### config.mk
export PLATFORM = sky130hd
export DESIGN_NAME = bulk_only_transport_tracker_top
export DESIGN_NICKNAME = d
export VERILOG_FILES = /design/src/rtl/bott_pkg.sv /design/src/rtl/bulk_only_transport_tracker_top.sv
export VERILOG_INCLUDE_DIRS = /design/src /design/src/rtl
export SDC_FILE = /design/constraint.sdc
export NUM_CORES = 1
export LEC_CHECK = 0
export ABC_CLOCK_PERIOD_IN_PS = 6600
export BUFFER_PORTS_ARGS = -buffer_cell sky130_fd_sc_hd__clkbuf_2
export CORE_MARGIN = 1
export CORE_UTILIZATION = 58
export DETAILED_ROUTE_END_ITERATION = 10
export PLACE_DENSITY_LB_ADDON = 0.15
export SYNTH_ARGS = -nofsm -noshare
export SYNTH_HDL_FRONTEND = slang
export SYNTH_SLANG_ARGS = --single-unit
### constraint.sdc
create_clock -name aclk -period 6.6 [get_ports aclk]
set_input_delay 1.32 -clock aclk [delete_from_list [all_inputs] [get_ports aclk]]
set_output_delay 1.32 -clock aclk [all_outputs]
set_load 0.01 [all_outputs]
### src/rtl/bulk_only_transport_tracker_top_assert.svh
// Assertion macros for the bulk-only transport tracker.
`ifndef BULK_ONLY_TRANSPORT_TRACKER_TOP_ASSERT_SVH
`define BULK_ONLY_TRANSPORT_TRACKER_TOP_ASSERT_SVH

// Implication checked on every clock edge outside reset.
`define BOTT_ASSERT_IMPLY(lbl, ante, cons, msg) \
    lbl: assert property (@(posedge aclk) disable iff (!aresetn) (ante) |-> (cons)) \
        else $error(msg);

// Plain invariant checked on every clock edge outside reset.
`define BOTT_ASSERT_ALWAYS(lbl, cond, msg) \
    lbl: assert property (@(posedge aclk) disable iff (!aresetn) (cond)) \
        else $error(msg);

`endif

### src/rtl/bott_pkg.sv
// Shared types and constants for the bulk-only transport tracker.
package bott_pkg;

    localparam logic [31:0] CbwSignature = 32'h4342_5355;
    localparam logic [31:0] CswSignature = 32'h5342_5355;
    localparam logic [6:0]  CbwSize      = 7'd31;
    localparam logic [7:0]  CbMaxLen     = 8'd16;
    localparam int unsigned DirInBit     = 7;

    typedef enum logic [1:0] {
        OP_WRAPPER  = 2'd0,
        OP_IN_CHUNK = 2'd1,
        OP_OUT_CHUNK = 2'd2,
        OP_DONE     = 2'd3
    } bott_op_t;

    typedef enum logic [2:0] {
        RESP_WRAPPER_OK = 3'd0,
        RESP_STALL      = 3'd1,
        RESP_CHUNK_OK   = 3'd2,
        RESP_CHUNK_REF  = 3'd3,
        RESP_STATUS     = 3'd4
    } bott_resp_t;

    typedef enum logic [1:0] {
        ST_PASSED = 2'd0,
        ST_FAILED = 2'd1,
        ST_PHASE  = 2'd2
    } bott_status_t;

    function automatic bott_status_t pass_fail(input logic failed);
        return failed ? ST_FAILED : ST_PASSED;
    endfunction

endpackage

### src/rtl/bulk_only_transport_tracker_top.sv
// Top level of the bulk-only transport tracker: input register, decode, result register.
//
//  channel | direction | handshake         | payload
//  s_      | in        | s_valid / s_ready | opcode, wrapper fields, chunk fields
//  m_      | out       | m_valid / m_ready | response and status wrapper fields
//
// Each transaction passes through the input register and then the result
// register; one transaction per cycle is sustained while m_ready does not stall.
// The tracker state is updated as a transaction leaves the input register.
// A stall on m_ready holds both stages; s_ready drops only when both are full.
// aresetn is synchronous and clears the valid flags and all tracker state.
`include "bulk_only_transport_tracker_top_assert.svh"

module bulk_only_transport_tracker_top (
    input  logic        aclk,
    input  logic        aresetn,
    input  logic        s_valid,
    output logic        s_ready,
    input  logic [1:0]  s_opcode,
    input  logic [6:0]  s_wrapper_bytes,
    input  logic [31:0] s_wrapper_signature,
    input  logic [31:0] s_wrapper_tag,
    input  logic [31:0] s_expected_length,
    input  logic [7:0]  s_wrapper_flags,
    input  logic [7:0]  s_unit_number,
    input  logic [7:0]  s_block_length,
    input  logic [7:0]  s_chunk_length,
    input  logic        s_endpoint_ok,
    input  logic        s_command_failed,
    output logic        m_valid,
    input  logic        m_ready,
    output logic [2:0]  m_response,
    output logic [31:0] m_status_tag,
    output logic [31:0] m_status_residue,
    output logic [1:0]  m_status_code,
    output logic [31:0] m_pad_count,
    output logic        m_pad_to_host
);

    // input register
    logic                in_valid_reg;
    bott_pkg::bott_op_t  op_reg;
    logic [6:0]          wbytes_reg;
    logic [31:0]         sig_reg;
    logic [31:0]         tag_reg;
    logic [31:0]         elen_reg;
    logic                dir_in_reg;
    logic [7:0]          lun_reg;
    logic [7:0]          cblen_reg;
    logic [7:0]          clen_reg;
    logic                ep_ok_reg;
    logic                failed_reg;

    // tracker state
    logic [31:0] remaining_in_reg,  remaining_in_next;
    logic [31:0] remaining_out_reg, remaining_out_next;
    logic        transfer_error_reg, transfer_error_next;
    logic [31:0] saved_tag_reg,     saved_tag_next;
    logic [31:0] saved_length_reg,  saved_length_next;
    logic        saved_dir_in_reg,  saved_dir_in_next;
    logic [31:0] last_residue_reg,  last_residue_next;

    // result register
    logic                   m_valid_reg;
    bott_pkg::bott_resp_t   response_reg,  response_next;
    logic [31:0]            status_tag_reg, status_tag_next;
    logic [31:0]            residue_reg,   residue_next;
    bott_pkg::bott_status_t code_reg,      code_next;
    logic [31:0]            pad_reg,       pad_next;
    logic                   to_host_reg,   to_host_next;

    logic advance;
    logic wrapper_ok;
    logic [31:0] in_diff;
    logic [31:0] out_diff;

    assign advance = !m_valid_reg || m_ready;
    assign s_ready = !in_valid_reg || advance;

    assign wrapper_ok = (sig_reg == bott_pkg::CbwSignature) && (lun_reg == 8'd0) &&
                        (cblen_reg != 8'd0) && (cblen_reg <= bott_pkg::CbMaxLen);
    assign in_diff  = remaining_in_reg  - {24'd0, clen_reg};
    assign out_diff = remaining_out_reg - {24'd0, clen_reg};

    always_comb begin
        remaining_in_next   = remaining_in_reg;
        remaining_out_next  = remaining_out_reg;
        transfer_error_next = transfer_error_reg;
        saved_tag_next      = saved_tag_reg;
        saved_length_next   = saved_length_reg;
        saved_dir_in_next   = saved_dir_in_reg;
        last_residue_next   = last_residue_reg;
        response_next       = bott_pkg::RESP_STATUS;
        status_tag_next     = 32'd0;
        code_next           = bott_pkg::ST_PASSED;
        pad_next            = 32'd0;
        to_host_next        = 1'b0;

        case (op_reg)
            bott_pkg::OP_WRAPPER: begin
                remaining_in_next   = 32'd0;
                remaining_out_next  = 32'd0;
                transfer_error_next = 1'b0;
                response_next       = bott_pkg::RESP_STALL;
                if (wbytes_reg == bott_pkg::CbwSize) begin
                    saved_tag_next    = tag_reg;
                    saved_length_next = elen_reg;
                    saved_dir_in_next = dir_in_reg;
                    if (wrapper_ok) begin
                        response_next = bott_pkg::RESP_WRAPPER_OK;
                        if (dir_in_reg) begin
                            remaining_in_next = elen_reg;
                        end else begin
                            remaining_out_next = elen_reg;
                        end
                    end
                end
            end
            bott_pkg::OP_IN_CHUNK: begin
                if ({24'd0, clen_reg} > remaining_in_reg) begin
                    transfer_error_next = 1'b1;
                    response_next       = bott_pkg::RESP_CHUNK_REF;
                end else if (!ep_ok_reg) begin
                    response_next = bott_pkg::RESP_CHUNK_REF;
                end else begin
                    remaining_in_next = in_diff;
                    response_next     = bott_pkg::RESP_CHUNK_OK;
                end
            end
            bott_pkg::OP_OUT_CHUNK: begin
                // overrun saturates the count at zero
                if ({24'd0, clen_reg} > remaining_out_reg) begin
                    remaining_out_next  = 32'd0;
                    transfer_error_next = 1'b1;
                end else begin
                    remaining_out_next = out_diff;
                end
                response_next = bott_pkg::RESP_CHUNK_OK;
            end
            bott_pkg::OP_DONE: begin
                response_next   = bott_pkg::RESP_STATUS;
                status_tag_next = saved_tag_reg;
                if (transfer_error_reg || (remaining_in_reg != 32'd0) ||
                    (remaining_out_reg != 32'd0)) begin
                    code_next = bott_pkg::ST_PHASE;
                    if (saved_dir_in_reg && (saved_length_reg != 32'd0)) begin
                        if (transfer_error_reg) begin
                            pad_next = remaining_in_reg;
                        end else if (remaining_in_reg != 32'd0) begin
                            pad_next          = remaining_in_reg;
                            last_residue_next = remaining_in_reg;
                            code_next         = bott_pkg::pass_fail(failed_reg);
                        end
                        to_host_next = (pad_next != 32'd0);
                    end else if (saved_length_reg != 32'd0) begin
                        if (transfer_error_reg) begin
                            pad_next = remaining_out_reg;
                        end else if (remaining_out_reg != 32'd0) begin
                            pad_next          = remaining_out_reg;
                            last_residue_next = remaining_out_reg;
                            code_next         = bott_pkg::pass_fail(failed_reg);
                        end
                    end
                end else begin
                    last_residue_next = 32'd0;
                    code_next         = bott_pkg::pass_fail(failed_reg);
                end
            end
            default: begin
                response_next = bott_pkg::RESP_STATUS;
            end
        endcase
    end

    assign residue_next = (op_reg == bott_pkg::OP_DONE) ? last_residue_next : 32'd0;

    always_ff @(posedge aclk) begin
        if (!aresetn) begin
            in_valid_reg <= 1'b0;
        end else if (s_ready) begin
            in_valid_reg <= s_valid;
        end
        if (s_valid && s_ready) begin
            op_reg     <= bott_pkg::bott_op_t'(s_opcode);
            wbytes_reg <= s_wrapper_bytes;
            sig_reg    <= s_wrapper_signature;
            tag_reg    <= s_wrapper_tag;
            elen_reg   <= s_expected_length;
            dir_in_reg <= s_wrapper_flags[bott_pkg::DirInBit];
            lun_reg    <= s_unit_number;
            cblen_reg  <= s_block_length;
            clen_reg   <= s_chunk_length;
            ep_ok_reg  <= s_endpoint_ok;
            failed_reg <= s_command_failed;
        end
    end

    always_ff @(posedge aclk) begin
        if (!aresetn) begin
            m_valid_reg        <= 1'b0;
            remaining_in_reg   <= 32'd0;
            remaining_out_reg  <= 32'd0;
            transfer_error_reg <= 1'b0;
            saved_tag_reg      <= 32'd0;
            saved_length_reg   <= 32'd0;
            saved_dir_in_reg   <= 1'b0;
            last_residue_reg   <= 32'd0;
        end else if (advance) begin
            m_valid_reg <= in_valid_reg;
            if (in_valid_reg) begin
                remaining_in_reg   <= remaining_in_next;
                remaining_out_reg  <= remaining_out_next;
                transfer_error_reg <= transfer_error_next;
                saved_tag_reg      <= saved_tag_next;
                saved_length_reg   <= saved_length_next;
                saved_dir_in_reg   <= saved_dir_in_next;
                last_residue_reg   <= last_residue_next;
            end
        end
        if (advance && in_valid_reg) begin
            response_reg   <= response_next;
            status_tag_reg <= status_tag_next;
            residue_reg    <= residue_next;
            code_reg       <= code_next;
            pad_reg        <= pad_next;
            to_host_reg    <= to_host_next;
        end
    end

    assign m_valid          = m_valid_reg;
    assign m_response       = response_reg;
    assign m_status_tag     = status_tag_reg;
    assign m_status_residue = residue_reg;
    assign m_status_code    = code_reg;
    assign m_pad_count      = pad_reg;
    assign m_pad_to_host    = to_host_reg;

    // only one direction can carry an expected count at a time
    `BOTT_ASSERT_ALWAYS(a_one_direction,
        (remaining_in_reg == 32'd0) || (remaining_out_reg == 32'd0),
        "both IN and OUT counts nonzero")
    `BOTT_ASSERT_IMPLY(a_status_fields_clear,
        m_valid && (m_response != bott_pkg::RESP_STATUS),
        (m_status_tag == 32'd0) && (m_status_residue == 32'd0) && (m_pad_count == 32'd0) &&
        (m_status_code == bott_pkg::ST_PASSED) && !m_pad_to_host,
        "status fields set on a non-status result")
    `BOTT_ASSERT_IMPLY(a_pad_dir_needs_count,
        m_valid && m_pad_to_host,
        (m_pad_count != 32'd0) && (m_status_code != bott_pkg::ST_FAILED || m_pad_count != 32'd0),
        "pad toward host with zero pad count")

endmodule
==> Word level (Yosys, flattened, before mapping) <==
Index checks and enable logic that the tools add are counted.
{ "op_classes": {"muxes": 44, "bitwise_logic": 0, "n_shift": 0, "n_reduce_logical": 29, "multipliers": 0, "add_sub_neg": 2, "order_cmp": 3, "n_div": 0, "n_eq_ne": 9} }
{ "ops": {"columns": ["cell", "count"], "rows": [
  ["32-bit 2-to-1 mux", 26],
  ["32-bit one-hot mux with 2 select lines", 2],
  ["32-bit nonzero test", 4],
  ["8-bit by 32-bit > comparator with 1-bit output", 2],
  ["32-bit by 8-bit subtractor with 32-bit output", 2],
  ["32-bit by 31-bit == test with 1-bit output (second input constant)", 1],
  ["2-bit 2-to-1 mux", 7],
  ["3-bit one-hot mux with 4 select lines", 1],
  ["5-bit AND reduction", 2],
  ["8-bit by 5-bit less-or-equal comparator with 1-bit output (second input constant)", 1],
  ["8-bit logical NOT", 1],
  ["2-bit != test (second input constant)", 4],
  ["8-bit nonzero test", 1],
  ["7-bit by 5-bit == test with 1-bit output (second input constant)", 1],
  ["1-bit 2-to-1 mux", 7],
  ["1-bit logical AND", 6],
  ["3-bit AND reduction", 2],
  ["2-bit == test (second input constant)", 2],
  ["1-bit logical OR", 4],
  ["2-bit AND reduction", 2],
  ["4-bit AND reduction", 1],
  ["2-bit nonzero test", 2],
  ["1-bit one-hot mux with 3 select lines", 1],
  ["3-bit nonzero test", 1],
  ["other kinds (3)", 4]
]} }
{ "totals": {"mem_bits_rw": 0, "latchBits": 0, "wordCells": 113, "n_memories": 0, "rom_bits": 0, "input_bits": 143, "output_inout_bits": 104, "ff_bits": 398} }

==> Logic depth before layout (Yosys ltp) <==
Gate-level depths: netlist (run 1).
{ "logic_depth": {"ltp_word": 7, "ltp_mapped": 12, "mapped_depth_nobuf": 10} }

==> Least setup slack after synthesis (run 1) <==
OpenSTA, ideal clock, no wires.
{ "synth_path": {"kind": "input to register", "startpoint": "input m_ready", "endpoint": "register remaining_in_reg[26]", "setup_slack_ns": 1.276, "path_buffers": 1, "arrival_time_ns": 5.250, "stages": 7, "setup_ns": 0.074, "required_ns": 6.526, "path_cell_list": "nand2b_1 -> nand2_1 -> clkinv_1 -> nand3_1 -> nand2_1 -> clkbuf_1 -> a31oi_1"} }
{ "synth_via": {"elab_chain_len": 2} }
{ "synth_lines": {"columns": ["item", "line_no", "rtl"], "rows": [
  ["start: declaration", "bulk_only_transport_tracker_top.sv:31", "input logic m_ready,"],
  ["1-bit logical OR", "bulk_only_transport_tracker_top.sv:77", "assign advance = !m_valid_reg || m_ready;"],
  ["5-bit AND reduction (no line)", null, null],
  ["end signal: assignment", "bulk_only_transport_tracker_top.sv:211", "remaining_in_reg <= remaining_in_next;"],
  ["end: declaration", "bulk_only_transport_tracker_top.sv:55", "logic [31:0] remaining_in_reg, remaining_in_next;"]
]} }
No other way between the ends.
A chain may end at the register's enable or synchronous reset.

==> Worst setup path in the final report (run 1) <==
{ "layout_path": {"startpoint": "register saved_length_reg[16]", "endpoint": "register residue_reg[18] (netlist: m_status_residue[18]), data pin"} }
{ "layout_via": {"elab_chain_len": 5, "word_cells_on_any_way": 6, "classes_between": "4 x mux; 2 x reduce/logical"} }
{ "layout_lines": {"columns": ["item", "line_no", "rtl"], "rows": [
  ["start: declaration", "bulk_only_transport_tracker_top.sv:59", "logic [31:0] saved_length_reg, saved_length_next;"],
  ["start signal: assignment", "bulk_only_transport_tracker_top.sv:215", "saved_length_reg <= saved_length_next;"],
  ["32-bit nonzero test *", "bulk_only_transport_tracker_top.sv:146, bulk_only_transport_tracker_top.sv:155", null],
  ["32-bit 2-to-1 mux or 1-bit logical AND (tied branches)", "bulk_only_transport_tracker_top.sv:155, bulk_only_transport_tracker_top.sv:146", null],
  ["32-bit 2-to-1 mux *", "bulk_only_transport_tracker_top.sv:146", "if (saved_dir_in_reg && (saved_length_reg != 32'd0)) begin"],
  ["32-bit 2-to-1 mux *", "bulk_only_transport_tracker_top.sv:143", "if (transfer_error_reg || (remaining_in_reg != 32'd0) ||"],
  ["32-bit 2-to-1 mux *", "bulk_only_transport_tracker_top.sv:99", "case (op_reg)"],
  ["end signal: assignment", "bulk_only_transport_tracker_top.sv:223", "residue_reg <= residue_next;"],
  ["end: declaration", "bulk_only_transport_tracker_top.sv:67", "logic [31:0] residue_reg, residue_next;"]
]} }
Every way passes the cells marked *; elsewhere a longest branch is shown, timed or not.

==> metrics.txt, run 1 <==
FF-to-FF path depth=7; Post-Syn Area=roughly 18000 um2; number of antenna-violating nets in the routed design=0; HPWL Detailed=30.7 mm; Top FF cell, synth=edfxtp_1; Port-buffer cells=roughly 240; die width=176 um; syn_area_per_cell=10.5 um2; Synth async-reset ratio=0%; Die Area=around 30000 um2; crit-path max cell delay=a little under 1 ns; final period utilization=a little over three fifths; first-pass GRT wire length=between 70 and 80 mm; post_cts resized=0; io pins=247; die height=around 180 um; Final Cell Area=~20000 um2; synth cell count leaders=240 x nand2_1, 234 x edfxtp_1, 164 x dfxtp_1; Row Count=63; Initial Util=59.0%; sequential area share after synthesis=58.8%; GRT overflow=0; worst hold path type=flop to flop; Total Wirelength=45.8 mm; Tmin final=4.13 ns; Clock Latency Late Sink=roughly 0.56 ns; Synth top area share=around two fifths; Hold Crit Depth=2; # setup viols final=0; Worst Path Arrival=approximately 4.5 ns; top cells by area, synth=edfxtp_1 40%, dfxtp_1 19%, nand2_1 5.1%; reg2reg setup slack=around 2.5 ns; H-tree depth=2; Min-Delay Startpoint=saved_tag_reg[2]; Overall Global Routing Usage=about 29%; worst slew pin tran=1.17 ns; WHS=about 0.45 ns; layout cells sized above 1=a little under a fifth; GP Congestion=around 0.9; crit-path max FO=33; setup total negative slack=0 ns; worst ir drop on vdd=0.235 mV; f_max=about 240 MHz; r2r endpoint=m_status_residue[18]; yosys warns=0; RSZ-0062 raised after global routing=no; vias in the first global route=13.3k; leakage power total=roughly 7.4 nW; TritonCTS Buffers=a little over 40; clock sink count=around 400; initial antenna violation count=0; cell area power density=between 200 and 300 nW/um2; Final Max Tran Viols=0; slowest cell on the critical path=or2_1; crit path capture type=flop; critical-path cell list=nor4_1 > nand4_1 > o211ai_1 > or2_1 > buf_4 > o22ai_1 > nor3_1; required time of the worst setup path=around 7 ns; status=finished, final reports clean; crit path kind=flop to flop; cells after synthesis=1664; clk slew on worst S/H paths=0.06 ns; Startpoint Class=flop; worst hold endpoint=saved_tag_reg[2]; Iter 0 DRT Violations=between 1k and 1.5k; CTS Buffer Depth=3; DP Area=roughly 19000 um2; Post CTS Setup Buffer Count=0; flops & latches, synth=398; top-count cell post-synth=nand2_1; clk_skew=about 0.016 ns; Final Hold Vio Count=0; Area Growth Syn to Fin=15.4%; WP buf/inv=1; Post-synth EDFFs=~230; Root Buffer=clkbuf_16; drt drc=0; hold buffer count at cts=0; syn nets=~1.8k; Slew HR=22.2%; post-synth cell types=75; reg2reg start=saved_length_reg[16]; nets@finish=roughly 2k; core area=between 20000 and 30000 um2; ant diodes=0; vias=between 10k and 15k; per-cell routed wire length=around 20 um; CP delay by family, top=simple AND/OR/NAND/NOR gates; vias per cell=6.29; Synth area leader=edfxtp_1; max-cap violations=0; drt pass-1 iters=6; pin count of the biggest net entering global routing=just under 80; CTS tree=built
cell usage in the layout (no fill, tap or decap), types with 6 or more instances in the layout:
cell,n
o211ai_1,31
a32oi_1,10
nor3_1,48
or3_1,12
and2_1,38
or4_1,9
inv_1,40
o31ai_1,12
nor4b_1,11
dfxtp_1,164
ha_1,20
a31oi_1,37
o31a_1,13
nor2_1,85
xnor2_1,10
clkinv_1,8
nand3_1,31
or2_2,8
o21ai_0,47
nor4_1,43
clkbuf_2,239
edfxtp_1,234
nor2b_1,6
clkbuf_1,7
a21o_1,7
clkinvlp_4,6
a2bb2oi_1,10
a22o_1,32
nand2_1,240
o221ai_1,42
o22ai_1,39
clkbuf_16,41
nand2b_1,11
a21oi_1,121
a22oi_1,14
a32o_1,7
a221oi_1,6
buf_4,26
nand4_1,12
per-stage QoR:
stage,std cells,util (%),total power [mW],worst slack [ns]
after floorplan,1664,-,3.16,1.28
after global placement,2188,63.7,3.34,2.18
after detailed placement,2188,63.7,3.34,2.12
after CTS,2262,68.0,5.54,2.61
after global routing,2262,68.0,5.69,2.26
final,2262,68.0,5.52,2.47
worst max path at each step:
stage	startpoint	end	slack, ns	cells after the start
2_1_floorplan	m_ready	remaining_in_reg[26]	1.28	7
3_3_place_gp	m_ready	remaining_in_reg[28]	2.18	8
3_5_place_dp	m_ready	remaining_in_reg[11]	2.12	8
4_1_cts	saved_length_reg[16]	m_status_residue[18]	2.61	7
5_1_grt	saved_length_reg[16]	m_status_residue[28]	2.26	7
6_report	saved_length_reg[16]	m_status_residue[18]	2.47	7
layout make-up:
cell class | count | area [um2]
sequential | 398 | 10300
clock inverter | 24 | 209
inverter | 43 | 164
clock buffer | 50 | 1080
timing repair buffer | 265 | 1390
tap | 390 | 488
fill | 2262 | 9500
multi-input combinational | 1092 | 6580
worst reg2reg max path: cells and delay by family (launching register included):
| family | cells | cell delay [ns] |
|---|---|---|
| AOI/OAI and AO/OA | 2 | 1.11 |
| buffers and inverters | 1 | 0.43 |
| DFF | 1 | 0.31 |
| and+or+nand+nor | 4 | 2.09 |
report_power, final:
part / switching (mW) / internal, mW / leakage, nW
combinational: 0.334 / 0.179 / 3.18
clock: 0.967 / 1.25 / 0.608
sequential: 0.0687 / 2.72 / 3.61
total: 1.37 / 4.15 / 7.39
layer usage:
layer | share of wire [%] | track usage, % | vias to the layer above | routed length [um]
met5 | 0 | 0 | - | 0
met4 | 2.2 | 8.12 | 0 | 992
met3 | 11 | 8.33 | 92 | 5220
met2 | 45 | 45.7 | 804 | 20500
met1 | 42 | 40.6 | 6681 | 19100
li1 | - | - | 6649 | -
cell families (layout without fill, tap and decap cells):
logic type                 count (synthesis)  count (layout)  synth area share [%]
adders and majority gates                 22              22                  1.66
buffers and inverters                    174             382                  4.00
xor gates and xnor gates                  13              13                 0.650
and+or+nand+nor                          584             584                  16.3
DFF                                      398             398                  58.8
muxes                                      3               3                 0.186
AOI/OAI and AO/OA                        470             470                  18.4
(Power assumes the default switching activity.)
==> run 2: changes to the inputs <==
ABC_AREA = 1   (was unset)
ABC_CLOCK_PERIOD_IN_PS = 3900   (was 6600)
CORE_UTILIZATION = 59   (was 58)
clock period = 3.9 ns   (was 6.6 ns; I/O delays follow)
==> run 2 against run 1 <==
Effect of this change:
- final area grew 10%
- sequential power grew 70%
- clock power grew 88%
- critical endpoint is now remaining_in_reg[12]
- combinational power grew 140%
- clock-buffer cell count grew 6
- total power grew 83%
- largest power group unchanged
- worst setup slack lost 1.6 ns
==> metrics.txt, run 2 <==
Clock Latency Late Sink=around 0.55 ns; worst ir drop on vdd=0.416 mV; Min-Delay Startpoint=s_wrapper_tag[26]; layout cells sized above 1=between 20% and 30%; cells after synthesis=approximately 2.1k; HPWL Detailed=34.0 mm; pin count of the biggest net entering global routing=around 130; initial antenna violation count=0; syn nets=around 2.3k; TritonCTS Buffers=42; crit-path max cell delay=around 0.46 ns; top-count cell post-synth=nand2_1; Top FF cell, synth=edfxtp_1; Final Max Tran Viols=0; number of antenna-violating nets in the routed design=0; crit path kind=flop to flop; RSZ-0062 raised after global routing=no; FF-to-FF path depth=13; Tot Pwr=slightly above 10 mW; cell mode on critical path=nand2_1; first-pass GRT wire length=between 70 and 80 mm; Post-Syn Area=just under 20000 um2; f_max=between 300 and 400 MHz; Initial Util=60.0%; ant diodes=0; core area=approximately 33000 um2; Overall Global Routing Usage=between 20 and 30%; Post CTS Setup Buffer Count=0; CTS tree=built; crit path capture type=flop; reg2reg start=clen_reg[0]; io pins=around 250; reg2reg setup slack=0.90 ns; cell area power density=between 400 and 500 nW/um2; per-cell routed wire length=17.3 um; H-tree depth=2; Total Wirelength=roughly 49 mm; Area Growth Syn to Fin=14.4%; die width=approximately 180 um; fillcell total=~2.7k; max-cap violations=0; required time of the worst setup path=4.38 ns; Iter 0 DRT Violations=between 1k and 1.5k; leakage power total=around 10 nW; Tmin final=about 3.0 ns; slowest cell on the critical path=edfxtp_1; die height=184 um; yosys warns=0; clk_skew=0.0148 ns; Port-buffer cells=approximately 240; critical-path cell list=ha_1 > fa_1 > inv_1 > nand3_1 > nand2_1 > a21oi_2 > nand2_1 > o21ai_1 > nand2_2 > nand2_4 > nand2_1 > nand2_1 > nor2_1; Final Hold Vio Count=0; vias per cell=~5.5; GRT overflow=0; post_cts resized=0; Worst Path Arrival=~3.5 ns; Synth async-reset ratio=0%; setup total negative slack=0 ns; Die Area=about 34000 um2; clock sink count=398; clk slew on worst S/H paths=0.06 ns; Startpoint Class=flop; worst hold path type=input port to flop; top cells by area, synth=edfxtp_1 36%, dfxtp_1 17%, nand2_1 6.5%; Synth area leader=edfxtp_1; r2r endpoint=remaining_in_reg[12]; crit-path max FO=54; # setup viols final=0; syn_area_per_cell=approximately 9.1 um2; commonest non-fill, non-tap cell in the layout=nand2_1; Hold Crit Depth=1; flops & latches, synth=roughly 400; hold buffer count at cts=0; final period utilization=around 77%; Row Count=66; Slew HR=between 40% and 50%; drt pass-1 iters=5; vias=between 15k and 20k; worst hold endpoint=tag_reg[26]; Post-synth EDFFs=~230; sequential area share after synthesis=a little over half; vias in the first global route=roughly 14k; status=finished, final reports clean; Synth top area share=36.0%; CTS Buffer Depth=3; most frequent cells in the layout=339 x nand2_1, 278 x nor2_1, 238 x clkbuf_2; synth cell count leaders=339 x nand2_1, 278 x nor2_1, 234 x edfxtp_1; worst slew pin tran=approximately 0.84 ns; drt drc=0; Root Buffer=clkbuf_16; GP Congestion=0.916; post-synth cell types=56; nets@finish=~2.5k
==> run 2: cell count changes after synthesis, sizes merged, moves of 33 or more <==
cell | previous run | this run
nand3 | 32 | 163
a31oi | 37 | 1
nand2 | 240 | 383
o21ai | 49 | 141
buf | 26 | 59
nor2 | 87 | 306
o221ai | 42 | 0
a21oi | 123 | 217
nor3 | 50 | 16
inv | 42 | 233
clkbuf | 105 | 41
==> run 2: cell type report <==
class	count	area [um2]	share of cell area [%]
clock buffer	56	1120	5.04
clock inverter	21	313	1.40
inverter	237	897	4.02
multi-input combinational	1401	7680	34.4
sequential	398	10300	46.2
tap	442	553	2.48
timing repair buffer	262	1430	6.42
==> run 2: cell families after synthesis <==
| logic type | after synthesis | share of synthesized area (%) |
|---|---|---|
| xor gates and xnor gates | 16 | 0.718 |
| buffers and inverters | 337 | 7.82 |
| DFF | 398 | 52.9 |
| adders and majority gates | 22 | 1.49 |
| AOI/OAI and AO/OA | 408 | 12.8 |
| and+or+nand+nor | 955 | 24.3 |
==> run 2: routing by layer <==
layer,global-route usage [%],vias to the layer above,routed length (um)
met3,5.74,82,4190
met1,40.0,7183,21100
met5,0,-,0
met4,8.53,0,1260
met2,45.5,620,22200
li1,-,7572,-
==> run 2: worst max-delay path by stage <==
stage                                   start              endpoint  slack [ns]  cells past startpoint
after floorplan                       m_ready          cblen_reg[0]        0.22                      4
after global placement    saved_length_reg[1]       m_pad_count[14]        1.10                     10
after detailed placement          clen_reg[0]  remaining_in_reg[12]        1.02                     13
after CTS                 saved_length_reg[9]       m_pad_count[13]        0.96                     10
after global routing      remaining_in_reg[0]  remaining_in_reg[24]        0.64                     14
final                             clen_reg[0]  remaining_in_reg[12]        0.90                     13
==> run 2: power by group <==
group / total, mW / switching (mW) / internal [mW]
Sequential: 4.73 / 0.106 / 4.62
Clock: 4.17 / 1.67 / 2.51
Combinational: 1.23 / 0.848 / 0.381
==> run 2: critical path: cells and delay by family, from the launching register on <==
| family | cells | cell delay (ns) |
|---|---|---|
| fa+ha+maj | 2 | 0.65 |
| compound gates | 2 | 0.22 |
| buf+inv | 1 | 0.10 |
| simple gates | 8 | 1.47 |
| flops | 1 | 0.46 |
==> run 2: stage by stage <==
stage	utilization, %	worst slack [ns]	cells	hold WS, ns	cell area (um2)
after floorplan	-	0.221	2136	0.458	19500
after global placement	64.1	1.10	2740	0.464	20900
after detailed placement	64.1	1.02	2740	0.476	20900
after CTS	68.6	0.962	2817	0.384	22300
after global routing	68.6	0.640	2817	0.392	22300
final	68.6	0.899	2817	0.399	22300
==> run 3: changes to the inputs <==
ABC_AREA = 0   (was 1)
ABC_CLOCK_PERIOD_IN_PS = 2500   (was 3900)
CORE_UTILIZATION = 52   (was 59)
clock period = 2.5 ns   (was 3.9 ns; I/O delays follow)
==> run 3 against run 2 <==
Effect of this change:
- the flow now finishes with violations (negative setup slack)
- total power grew 55%
- critical path depth shrank 1
- clock power grew 54%
- non-clock buffer count grew 214
- worst hold slack lost 0.27 ns
- sequential power grew 55%
- global-route usage grew 0.58 points
- worst setup slack lost 0.99 ns
- clock-buffer cell count is the same
- critical endpoint is now remaining_out_reg[21]
- largest cell class unchanged
- largest power group unchanged
==> metrics.txt, run 3 (synthesis results as in run 1) <==
die height=about 190 um; final period utilization=104%; cell mode on critical path=buf_4; P_int=11.9 mW; FF-to-FF path depth=12; vias=approximately 15k; critical-path cell list=ha_2 > inv_2 > fa_2 > a211oi_2 > o211ai_1 > and2_4 > o21ai_2 > buf_6 > buf_4 > buf_4 > or4_4 > a31oi_1; core area=~33000 um2; Net Sw Power=approximately 3.9 mW; nets@finish=2219; worst ir drop on vdd=between 0.6 and 0.7 mV; GP Congestion=roughly 0.96; die width=about 190 um; clk slew on worst S/H paths=around 0.06 ns; r2r endpoint=remaining_out_reg[21]; Sw Share=roughly 25%; per-cell routed wire length=about 21 um; status=complete, but fails checks; crit path from=clen_reg[0]; f_max=around 390 MHz; leakage power total=about 8.8 nW; Total Wirelength=between 50 and 60 mm; Initial Util=between 50 and 60%; worst setup path endpoint=remaining_out_reg[21]; Slew HR=between 40% and 50%; CTS Buffer Depth=3; TritonCTS Buffers=42; Die Area=approximately 34000 um2; crit-path max cell delay=0.41 ns; GRT overflow=0; Row Count=66; Clock Latency Late Sink=0.54 ns; H-tree depth=2; drt pass-1 iters=5; failing checks=negative setup slack; Overall Global Routing Usage=between 20 and 30%; number of antenna-violating nets in the routed design=0; worst slew pin tran=around 0.83 ns; cell area power density=684 nW/um2; ant diodes=0; hold buffer count at cts=0; HPWL Detailed=between 30 and 40 mm; io pins=247; drt drc=0; RSZ-0062 raised after global routing=yes; reg2reg start=clen_reg[0]; # setup viols final=6; vias per cell=between 6 and 7; Startpoint Class=flop; Clock Power Share=around 41%; crit path capture type=flop; vias in the first global route=~14k; Port-buffer cells=239; clock sink count=398; required time of the worst setup path=2.97 ns; slowest cell on the critical path=edfxtp_1; CTS tree=built; PnR worst setup slack=-0.0932 ns; first-pass GRT wire length=~78 mm; Flop pwr share=~47%; dpl ws=-0.197 ns; most frequent cells in the layout=239 x clkbuf_2, 237 x nand2_1, 234 x edfxtp_1; layout cells sized above 1=31.2%; initial antenna violation count=0; worst hold path type=input port to flop; max-cap violations=0; Tmin final=about 2.6 ns; DP Area=between 20000 and 25000 um2; Iter 0 DRT Violations=1382; commonest non-fill, non-tap cell in the layout=clkbuf_2; Final Max Tran Viols=0; crit path kind=flop to flop; pin count of the biggest net entering global routing=66; combinational share of power=12.5%; reg2reg setup slack=-0.09 ns; Final Cell Area=23000 um2; clk_skew=about 0.013 ns; Worst Path Arrival=between 3 and 4 ns; Final Hold Vio Count=0; WHS=around 0.13 ns; crit-path max FO=5; Root Buffer=clkbuf_16; Area Growth Syn to Fin=31.0%
[run 3: changes by cell type in the layout (fill, tap and decap cells not counted), moves of 32 or more]
| cell | before | now |
|---|---|---|
| o21ai_0 | 124 | 38 |
| a21oi_1 | 155 | 114 |
| a21oi_2 | 62 | 8 |
| nor2_1 | 278 | 84 |
| nand2_1 | 339 | 237 |
| nand2_2 | 34 | 2 |
| a22o_1 | 0 | 32 |
| nand3_1 | 99 | 27 |
| buf_4 | 18 | 183 |
| nand3_2 | 63 | 4 |
| inv_1 | 228 | 34 |
| a31oi_1 | 1 | 33 |
| o221ai_1 | 0 | 36 |
[run 3: worst max-delay path, delay by kind of cell, from the launching register on]
kind | cells | cell delay (ns)
buf+inv | 4 | 0.45
simple gates | 2 | 0.64
compound gates | 4 | 0.61
flops | 1 | 0.41
fa+ha+maj | 2 | 0.41
[run 3: layout make-up]
| cell class | count | area, um2 |
|---|---|---|
| clock buffer | 56 | 1140 |
| clock inverter | 21 | 289 |
| fill | 2511 | 9900 |
| inverter | 43 | 174 |
| multi-input combinational | 1093 | 7060 |
| sequential | 398 | 10300 |
| tap | 442 | 553 |
| timing repair buffer | 476 | 3440 |
[run 3: power by group through the flow]
| stage | clock network [mW] | registers, mW | logic [mW] |
|---|---|---|---|
| finish | 6.43 | 7.31 | 1.97 |
| global route | 6.80 | 7.33 | 2.09 |
| CTS | 6.52 | 7.30 | 1.76 |
| detailed placement | 0 | 7.44 | 1.68 |
| global placement | 0 | 7.43 | 1.67 |
| floorplan | 0 | 7.43 | 0.909 |
[run 3: worst min-delay path by stage]
stage | from | slack (ns) | to | cells past startpoint
2_1_floorplan | last_residue_reg[0] | 0.43 | last_residue_reg[0] | 2
3_3_place_gp | last_residue_reg[7] | 0.44 | last_residue_reg[7] | 2
3_5_place_dp | saved_tag_reg[22] | 0.44 | saved_tag_reg[22] | 2
4_1_cts | s_wrapper_tag[31] | 0.11 | tag_reg[31] | 1
5_1_grt | s_wrapper_tag[30] | 0.11 | tag_reg[30] | 1
6_report | s_wrapper_bytes[4] | 0.13 | wbytes_reg[4] | 1
[run 3: timing repair]
action,CTS,global route
pin swaps,28,51
gates cloned,1,10
endpoints found under the setup margin,68,159
hold endpoints to repair,0,0
resized for setup,42,89
setup buffers,7,17
[run 3: routing by layer]
layer	GRT usage, %	up-vias	routed length, um
met4	8.56	0	1390
met1	41.4	7328	21400
li1	-	7070	-
met5	0	-	0
met2	45.9	879	23900
met3	5.52	108	5560
[run 3: through the flow]
step / setup TNS [ns] / utilization (%) / instances / power (mW)
floorplan: -0.540 / - / 1664 / 8.34
global placement: -2.84 / 62.7 / 2419 / 9.10
detailed placement: -4.00 / 62.7 / 2419 / 9.12
CTS: -0.144 / 67.8 / 2503 / 15.6
global route: -1.61 / 69.9 / 2529 / 16.2
finish: -0.310 / 69.9 / 2529 / 15.7
